==> src/rtl/pcdm_pkg.sv <==
// pcdm_pkg: widths, constants and sequencer codes for the PWM duty meter.
// No dependencies; used by pwm_capture_duty_meter and pcdm_checker.
`timescale 1ns / 1ps

package pcdm_pkg;

	localparam int CAP_W  = 16;
	localparam int DUTY_W = 8;
	localparam int REM_W  = 23;   // on_ticks * 100 fits in 23 bits
	localparam int DIV_W  = CAP_W + DUTY_W;
	localparam int CNT_W  = 4;

	localparam logic [6:0]        DUTY_SCALE = 7'd100;
	localparam logic [DUTY_W-1:0] DUTY_MAX   = 8'd255;
	localparam logic [CNT_W-1:0]  SAT_STEP   = 4'd8;

	localparam logic [1:0] PH_FIRST  = 2'd0;
	localparam logic [1:0] PH_SECOND = 2'd1;
	localparam logic [1:0] PH_FALL   = 2'd2;

	localparam logic [1:0] ST_IDLE = 2'd0;
	localparam logic [1:0] ST_MUL  = 2'd1;
	localparam logic [1:0] ST_DIV  = 2'd2;
	localparam logic [1:0] ST_DONE = 2'd3;

endpackage

==> src/rtl/pwm_capture_duty_meter.sv <==
// PWM period / on-time / duty meter from timer capture stamps.
// Rising-edge words go straight to the done state; falling-edge words pass the multiply
// and divide states, leaving divide early if duty saturates on the first step and
// skipping it on a zero period. No new word is taken until the last has left; the shared
// compare-subtract unit runs one saturation step and eight quotient steps per duty value.
// Reset (arst_n low, asynchronous): phase 0, stamps and period cleared, no word out.
`timescale 1ns / 1ps

module pwm_capture_duty_meter (
	input  logic                        clk,
	input  logic                        arst_n,
	input  logic                        in_valid,
	output logic                        in_stall,
	input  logic [pcdm_pkg::CAP_W-1:0]  capture_value,
	output logic                        out_valid,
	input  logic                        out_stall,
	output logic                        next_edge_falling,
	output logic                        measurement_valid,
	output logic [pcdm_pkg::CAP_W-1:0]  period_ticks,
	output logic [pcdm_pkg::CAP_W-1:0]  on_ticks,
	output logic [pcdm_pkg::DUTY_W-1:0] duty_percent,
	output logic                        zero_period
);

	logic [1:0]                  state_q;
	logic [1:0]                  phase_q;
	logic [pcdm_pkg::CAP_W-1:0]  first_q, second_q, held_q, on_q;
	logic                        nxt_q, meas_q, zp_q;
	logic [pcdm_pkg::REM_W-1:0]  rem_q;
	logic [pcdm_pkg::DIV_W-1:0]  div_q;
	logic [pcdm_pkg::CNT_W-1:0]  cnt_q;
	logic [pcdm_pkg::DUTY_W-1:0] quo_q;
	logic                        out_valid_q;

	logic                        accept;
	logic                        ge;
	logic [pcdm_pkg::DIV_W-1:0]  rem_ext;
	logic [pcdm_pkg::DIV_W-1:0]  diff;

	assign in_stall  = (state_q != pcdm_pkg::ST_IDLE);
	assign accept    = in_valid && !in_stall;
	assign out_valid = out_valid_q;

	// shared compare-subtract unit
	assign rem_ext = {1'b0, rem_q};
	assign ge      = (rem_ext >= div_q);
	assign diff    = rem_ext - div_q;

	always_ff @(posedge clk or negedge arst_n) begin
		if (!arst_n) begin
			state_q     <= pcdm_pkg::ST_IDLE;
			phase_q     <= pcdm_pkg::PH_FIRST;
			first_q     <= '0;
			second_q    <= '0;
			held_q      <= '0;
			out_valid_q <= 1'b0;
		end else begin
			if (state_q == pcdm_pkg::ST_DONE && (!out_valid_q || !out_stall))
				out_valid_q <= 1'b1;
			else if (!out_stall)
				out_valid_q <= 1'b0;
			unique case (state_q)
				pcdm_pkg::ST_IDLE: begin
					if (accept) begin
						unique case (phase_q)
							pcdm_pkg::PH_SECOND: begin
								second_q <= capture_value;
								held_q   <= capture_value - first_q;
								phase_q  <= pcdm_pkg::PH_FALL;
								state_q  <= pcdm_pkg::ST_DONE;
							end
							pcdm_pkg::PH_FALL: begin
								phase_q <= pcdm_pkg::PH_FIRST;
								state_q <= pcdm_pkg::ST_MUL;
							end
							default: begin
								first_q <= capture_value;
								phase_q <= pcdm_pkg::PH_SECOND;
								state_q <= pcdm_pkg::ST_DONE;
							end
						endcase
					end
				end
				pcdm_pkg::ST_MUL: begin
					state_q <= zp_q ? pcdm_pkg::ST_DONE : pcdm_pkg::ST_DIV;
				end
				pcdm_pkg::ST_DIV: begin
					if ((cnt_q == pcdm_pkg::SAT_STEP && ge) || cnt_q == '0)
						state_q <= pcdm_pkg::ST_DONE;
				end
				pcdm_pkg::ST_DONE: begin
					if (!out_valid_q || !out_stall)
						state_q <= pcdm_pkg::ST_IDLE;
				end
				default: state_q <= pcdm_pkg::ST_IDLE;
			endcase
		end
	end

	// working and result data
	always_ff @(posedge clk) begin
		unique case (state_q)
			pcdm_pkg::ST_IDLE: begin
				if (accept) begin
					quo_q <= '0;
					cnt_q <= pcdm_pkg::SAT_STEP;
					unique case (phase_q)
						pcdm_pkg::PH_SECOND: begin
							nxt_q  <= 1'b1;
							meas_q <= 1'b0;
							zp_q   <= 1'b0;
						end
						pcdm_pkg::PH_FALL: begin
							nxt_q  <= 1'b0;
							meas_q <= 1'b1;
							on_q   <= capture_value - second_q;
							zp_q   <= (held_q == '0);
						end
						default: begin
							nxt_q  <= 1'b0;
							meas_q <= 1'b0;
							zp_q   <= 1'b0;
						end
					endcase
				end
			end
			pcdm_pkg::ST_MUL: begin
				rem_q <= pcdm_pkg::REM_W'({7'd0, on_q} * {16'd0, pcdm_pkg::DUTY_SCALE});
				div_q <= {held_q, {pcdm_pkg::DUTY_W{1'b0}}};
			end
			pcdm_pkg::ST_DIV: begin
				if (cnt_q == pcdm_pkg::SAT_STEP) begin
					if (ge)
						quo_q <= pcdm_pkg::DUTY_MAX;
				end else begin
					quo_q <= {quo_q[pcdm_pkg::DUTY_W-2:0], ge};
					if (ge)
						rem_q <= diff[pcdm_pkg::REM_W-1:0];
				end
				div_q <= div_q >> 1;
				cnt_q <= cnt_q - 1'b1;
			end
			pcdm_pkg::ST_DONE: begin
				if (!out_valid_q || !out_stall) begin
					next_edge_falling <= nxt_q;
					measurement_valid <= meas_q;
					period_ticks      <= meas_q ? held_q : '0;
					on_ticks          <= meas_q ? on_q : '0;
					duty_percent      <= quo_q;
					zero_period       <= zp_q;
				end
			end
			default: ;
		endcase
	end

endmodule

==> config.mk <==
export PLATFORM = sky130hd
export DESIGN_NAME = pwm_capture_duty_meter
export DESIGN_NICKNAME = d
export VERILOG_FILES = /design/src/rtl/pcdm_pkg.sv /design/src/rtl/pwm_capture_duty_meter.sv
export SDC_FILE = /design/constraint.sdc
export NUM_CORES = 1
export LEC_CHECK = 0
export ABC_AREA = 1
export BUFFER_PORTS_ARGS = -buffer_cell sky130_fd_sc_hd__buf_2
export CELL_PAD_IN_SITES_DETAIL_PLACEMENT = 0
export CELL_PAD_IN_SITES_GLOBAL_PLACEMENT = 2
export CORE_UTILIZATION = 41
export CTS_CLUSTER_SIZE = 20
export DETAILED_ROUTE_END_ITERATION = 12
export GPL_TIMING_DRIVEN = 0
export PLACE_DENSITY_LB_ADDON = 0.1
export SKIP_LAST_GASP = 1
export SYNTH_ARGS = -nofsm -noshare
export SYNTH_HDL_FRONTEND = slang
export SYNTH_SLANG_ARGS = --single-unit
==> constraint.sdc <==
create_clock -name clk -period 11.2 [get_ports clk]
set_input_delay 0 -clock clk [delete_from_list [all_inputs] [get_ports clk]]
set_output_delay 0 -clock clk [all_outputs]
set_load 0.05 [all_outputs]
==> results of run 1 <==
## kinds of logic after synthesis
| family | Yosys count |
|---|---|
| AOI/OAI and AO/OA | 216 |
| xor gates and xnor gates | 34 |
| adders and majority gates | 126 |
| buffers and inverters | 271 |
| DFF | 174 |
| and+or+nand+nor | 481 |
## state kept, by name, indices dropped and copies added (netlist names), 2 cells and up
signal and flops:
div_q 24, rem_q 23, first_q 16, held_q 16
on_q 16, on_ticks 16, period_ticks 16, second_q 16
duty_percent 8, quo_q 8, cnt_q 4, phase_q 2
state_q 2
## routing by layer
layer / vias up / global-route usage (%)
li1: 4463 / -
met1: 4044 / 29.4
met2: 135 / 36.9
met3: 19 / 2.53
met4: 0 / 4.95
met5: - / 0
## worst max-delay path, delay by kind of cell (launching register included)
kind,cells,cell delay (ns)
AO/OA/AOI/OAI,3,0.54
adder cells (fa/ha/maj),4,1.47
buffers and inverters,2,0.09
flip-flops,1,0.52
AND/OR/NAND/NOR,5,0.58
## final cells by class
class | instances | area share, %
Buffer | 23 | 0.730
Clock buffer | 17 | 3.31
Clock inverter | 15 | 1.48
Inverter | 248 | 7.24
Multi-Input combinational cell | 857 | 40.9
Sequential cell | 174 | 38.6
Tap cell | 341 | 3.32
Timing Repair Buffer | 84 | 4.42
## Yosys cell counts (all sizes together), types with 14 or more instances
cell type	count
nand3	52
nor2	60
dfrtp	53
o21ai	113
edfxtp	121
ha	112
nand2	317
fa	14
xnor2	16
clkbuf	14
nand3b	16
a21oi	71
xor2	18
inv	247
## power by group
| part | leakage, uW | internal, uW | switching, uW |
|---|---|---|---|
| Sequential | 0.00182 | 1090 | 137 |
| Combinational | 0.00425 | 738 | 1540 |
| Clock | 0.000294 | 305 | 310 |
| Total | 0.00636 | 2130 | 1980 |
## per-stage QoR
stage / power, uW / utilization (%) / setup WS (ns)
floorplan: 2870 / - / 7.60
global placement: 3500 / 44.5 / 6.05
detailed placement: 3520 / 44.9 / 7.77
CTS: 4160 / 47.8 / 7.76
global route: 4480 / 47.8 / 7.53
finish: 4110 / 47.8 / 7.78
## worst max-delay path by stage
stage          slack (ns)        end      from  cells after the start
6_report             7.78  rem_q[22]   on_q[4]                     14
3_3_place_gp         6.05   rem_q[1]  div_q[0]                     11
4_1_cts              7.76  rem_q[22]   on_q[4]                     14
5_1_grt              7.53  rem_q[22]   on_q[4]                     14
2_1_floorplan        7.60   rem_q[0]  div_q[0]                     11
3_5_place_dp         7.77  rem_q[22]   on_q[4]                     14
==> impl_results.md, run 1 <==
- Clock Latency Late Sink: 0.44 ns
- DRC Markers: 0
- Post-layout minimum cycle time: 3.42 ns
- DRT Pass-1 Iters: 4
- Initial Util: 41.8%
- Number of synthesized flops with an enable pin: 121
- Port-buffer cells: 64
- Met2 wire length: 13700 um
- Post-synth top area cell: edfxtp_1
- Final period utilization: 30.6%
- Slew Viols, Final: 0
- Register area share after synthesis: 44.2%
- Transition time of the tightest slew-check pin: 1.11 ns
- Detailed Place HPWL: 22800 um
- Post-CTS setup buffers: 0
- Leak Pwr: 0.00636 uW
- Clock Sinks: 174
- Die Y: 167 um
- Critical path data required time: 11.39 ns
- FP Rows: 60
- Post-CTS resize count: 0
- CP max stage cell: edfxtp_1
- H-tree levels: 4
- Top cells by area, synth: edfxtp_1 (32%), ha_1 (12%), dfrtp_1 (12%), nand2_1 (10%), inv_1 (8.2%)
- Area share of the largest cell type after synthesis: 32.4%
- Routed len/inst: 16.3 um
- Slew margin rel.: 26.2%
- Layout filler cell count: 2750
- Worst Hold Path Cells: 3
- Total track usage: 21.7%
- Post-synthesis compound-gate area fraction: 10.9%
- PwrDens: 320 nW/um^2
- Hold_buf cts: 17
- Placer congestion estimate: 0.849
- Sequence of cells on the critical path: ha_1, ha_1, inv_1, fa_1, inv_1, ha_1, a21oi_1, nand2_1, a21oi_2, o21ai_2, nand3_1, nand3b_1, nand3_1, nand2_1
- Fmax: 292 MHz
- Vias in the first global route: 8638
- Layout cells sized above 1: 9.73%
- Commonest non-fill, non-tap cell in the layout: nand2_1
- CP Max Fanout: 6
- Setup TNS: 0 ns
- Layout overhead on the synthesized area: 14.5%
- FF-to-FF Start: on_q[4]
- RSZ-0062 raised after global routing: no
- Top_reg_cell synth: edfxtp_1
- Register area: 4960 sq um
- # setup viols final: 0
- Cell Count, Final, Fillers Out: 1759
- Placed cell areas: 12100 sq um
- Hold Crit Class: in2reg
- Maximum number of pins on one net before global-route repair: 54
- Post-DRT Antenna Nets: 0
- Simple logic cell fraction of the synthesized area: 18.2%
- Met1 wire length: 14000 um
- CP Capture Type: flop
- Final Hold Violating Endpoints: 0
- Initial DRC count: 437
- TritonCTS buffer count: 17
- Post-synthesis mux area share: 0%
- Placed instance count: 1710
- Syn_area_per_cell: 8.62 sq um
- Die span in x: 167 um
- Clock root buffer: clkbuf_16
- Vias/cell: 4.92
- Die ar.: 28000 sq um
- # diodes: 0
- Io pins: 65
- Via count: 8661
- Run status: finished clean
- Warnings from Yosys: 0
- #FFs+latches synth: 174
- Clock Tree Buf Depth: 2
- # nets final: 1551
- First-pass GRT wire length: 46600 um
- DR top layer: met4
- Yosys cell types: 46
- R2R Setup Slk: 7.78 ns
- CTS tree: built
- Arr. time, crit path: 3.61 ns
- Post-synthesis xor/xnor area fraction: 2.65%
- Clk_skew: 0.0201 ns
- Post-Syn Area: 11200 sq um
- Final hold slack: 0.0421 ns
- Worst flop-to-flop path endpoint: rem_q[22]
- Worst vdd ir: 0.102 mV
- Reg clk slew, reported paths: 0.08 ns
- Worst Hold Launch: capture_value[1]
- Cells after synthesis: 1302
- GR Overflow Total: 0
- Core ar.: 26900 sq um
- Syn nets: 1448
- DR WL met3: 783 um
- Most used cell, CP: ha_1
- Reg2Reg Depth: 14
- Critical path class: reg2reg
- Worst Hold End: second_q[1]
- Area of the multi-input gates: 5260 sq um
- Finished Cell Area: 12900 sq um
- CP peak stage delay: 0.52 ns
- Startpoint Class: flop
- Initial antenna violation count: 0
- Commonest non-fill, non-tap cells in the layout: nand2_1 (310), inv_1 (246), edfxtp_1 (121), ha_1 (112), o21ai_0 (96)
- Routed WL: 28800 um
- Async SR Flop Fraction: 30.5%
- Adder-Cell Fraction of Synth Area: 15.0%
- Max-cap viol count: 0
- Largest family of logic cells by synthesized area: simple AND/OR/NAND/NOR gates
No activity file was read; power rests on OpenSTA's default activity.
==> inputs of run 2 (changes only) <==
--- a/config.mk
+++ b/config.mk
@@ -9,7 +9,7 @@
 export BUFFER_PORTS_ARGS = -buffer_cell sky130_fd_sc_hd__buf_2
 export CELL_PAD_IN_SITES_DETAIL_PLACEMENT = 0
 export CELL_PAD_IN_SITES_GLOBAL_PLACEMENT = 2
-export CORE_UTILIZATION = 41
+export CORE_UTILIZATION = 38
 export CTS_CLUSTER_SIZE = 20
 export DETAILED_ROUTE_END_ITERATION = 12
 export GPL_TIMING_DRIVEN = 0
==> constraint.sdc (replaced) <==
create_clock -name clk -period 3.45 [get_ports clk]
set_input_delay 0 -clock clk [delete_from_list [all_inputs] [get_ports clk]]
set_output_delay 0 -clock clk [all_outputs]
set_load 0.05 [all_outputs]
==> run 2 against run 1 <==
  * Non-clock buffer count up 13
  * Final cell count up 3.2%
  * Sequential power rose to 3.2 times the previous value
  * Worst setup slack worse by 7.6 ns
  * Global-route usage down 1.2 points
  * Register-to-register slack worse by 7.6 ns
  * Critical path depth down 3
  * Clock skew down 0.0092 ns
  * Clock power rose to 3.5 times the previous value
  * Via count down 0.67%
  * Worst hold slack worse by 0.013 ns
  * Critical endpoint is now rem_q[16]
  * Largest cell class unchanged
  * Largest power group unchanged
==> impl_results.md, run 2 (same netlist as run 1, synthesis figures left out) <==
- Run status: finished clean
- Clock Tree Buf Depth: 2
- Die ar.: 30200 sq um
- CP peak stage delay: 0.49 ns
- Vias/cell: 4.74
- DRT Pass-1 Iters: 5
- Clock root buffer: clkbuf_16
- Slew Viols, Final: 0
- Detailed Place HPWL: 23200 um
- Arr. time, crit path: 3.57 ns
- Final period utilization: 94.9%
- Pwr Total: 13500 uW
- Placer congestion estimate: 0.842
- Vias in the first global route: 8618
- Routed WL: 29500 um
- Layout cells sized above 1: 11.0%
- Setup TNS: 0 ns
- Crit path buf inv count: 2
- # diodes: 0
- Reg clk slew, reported paths: 0.08 ns
- Commonest non-fill, non-tap cells in the layout: nand2_1 (310), inv_1 (246), edfxtp_1 (121), ha_1 (111), o21ai_0 (94)
- Max-cap viol count: 0
- Initial Util: 38.9%
- Reg power frac: 29.3%
- Biggest register: div_q
- FP Rows: 62
- Layout filler cell count: 2879
- Regs by FF count: div_q (24), rem_q (23)
- Sequence of cells on the critical path: ha_1, ha_1, inv_1, fa_1, inv_1, ha_1, a21oi_1, o21ai_0, nand3b_1, xor2_1, o2bb2ai_1
- Core ar.: 28900 sq um
- Io pins: 65
- CP max stage cell: fa_1
- Routed len/inst: 16.3 um
- CTS tree: built
- Critical path class: reg2reg
- Clk_skew: 0.0109 ns
- Initial antenna violation count: 0
- DRC Markers: 0
- Fin worst setup slack: 0.177 ns
- Logic pwr share: 54.9%
- Commonest non-fill, non-tap cell in the layout: nand2_1
- Top delay family on crit path: adder cells
- # setup viols final: 0
- Startpoint Class: flop
- Switching pwr: 6420 uW
- Die Y: 174 um
- Post-layout minimum cycle time: 3.27 ns
- Fmax: 306 MHz
- Critical path data required time: 3.75 ns
- Die span in x: 174 um
- Worst vdd ir: 0.457 mV
- GR Overflow Total: 0
- Clock Sinks: 174
- CP Capture Type: flop
- Slew margin rel.: 19.8%
- Maximum number of pins on one net before global-route repair: 54
- Via count: 8603
- TritonCTS buffer count: 17
- Clock power share: 15.8%
- Final Hold Violating Endpoints: 0
- Leak Pwr: 0.00644 uW
- CP Max Fanout: 5
- PwrDens: 1040 nW/um^2
- # nets final: 1564
- Port-buffer cells: 64
- Sw Share: 47.5%
- Max reg flops: 24
- Total track usage: 20.5%
- Hold Crit Class: in2reg
- Layout overhead on the synthesized area: 16.1%
- Transition time of the tightest slew-check pin: 1.20 ns
- Post-DRT Antenna Nets: 0
- Post-place setup slack: -0.00581 ns
- H-tree levels: 4
- Most used cell, CP: ha_1
- Clock Latency Late Sink: 0.45 ns
- RSZ-0062 raised after global routing: no
- Int Pwr: 7090 uW
- First-pass GRT wire length: 47200 um
- Initial DRC count: 412
[run 2: power by group through the flow]
stage	combinational [uW]	clock [uW]	sequential, uW
floorplan	4880	0	4430
global placement	7350	0	4030
detailed placement	7430	0	4010
CTS	7490	2190	3970
global route	8410	2270	4060
finish	7420	2130	3960
[run 2: final cells by class]
class	count	area [sq um]	share of cell area, %
flip-flops and latches	174	4960	38.0
well taps	384	480	3.69
multi-input cells	857	5290	40.6
clock buffers	17	425	3.26
repair buffers	97	633	4.86
inverters	248	931	7.14
clock inverters	15	220	1.69
plain buffers	23	93.8	0.720
[run 2: timing repair]
action | in CTS | in global routing
hold buffers | 17 | 0
pin swaps | 0 | 1
gates cloned | 0 | 0
endpoints found under the hold margin | 85 | 0
resized for setup | 1 | 8
setup endpoints to repair | 1 | 7
setup buffers | 1 | 13
[run 2: per-stage QoR]
stage | utilization [%] | instance area (sq um) | instances | hold WS (ns)
after detailed placement | 41.9 | 12100 | 1752 | 0.280
final | 45.2 | 13000 | 1815 | 0.0287
after global routing | 45.2 | 13000 | 1815 | 0.0706
after floorplan | - | 11200 | 1302 | -0.296
after global placement | 41.7 | 12000 | 1750 | 0.239
after CTS | 44.8 | 12900 | 1802 | 0.0196
[run 2: worst min-delay path: stages]
cell     delay (ns)
buf_2          0.14
inv_1          0.17
o21ai_0        0.12
[run 2: path summary, 6_finish.rpt]
check	startpoint	end	slack, ns	depth (start not counted)
setup reg to reg	on_q[7]	rem_q[16]	0.18	11
hold / removal	capture_value[1]	second_q[1]	0.03	3
max in group asynchronous	arst_n	first_q[3]	2.80	2
setup / recovery	on_q[7]	rem_q[16]	0.18	11
hold reg to reg	quo_q[7]	duty_percent[7]	0.42	0
min in group asynchronous	arst_n	state_q[1]	0.14	2
[run 2: per-layer routing]
layer,share of wire [%],global-route usage (%)
met5,0,0
met4,1.4,5.37
met3,2.2,2.76
met2,48,34.8
met1,49,27.4
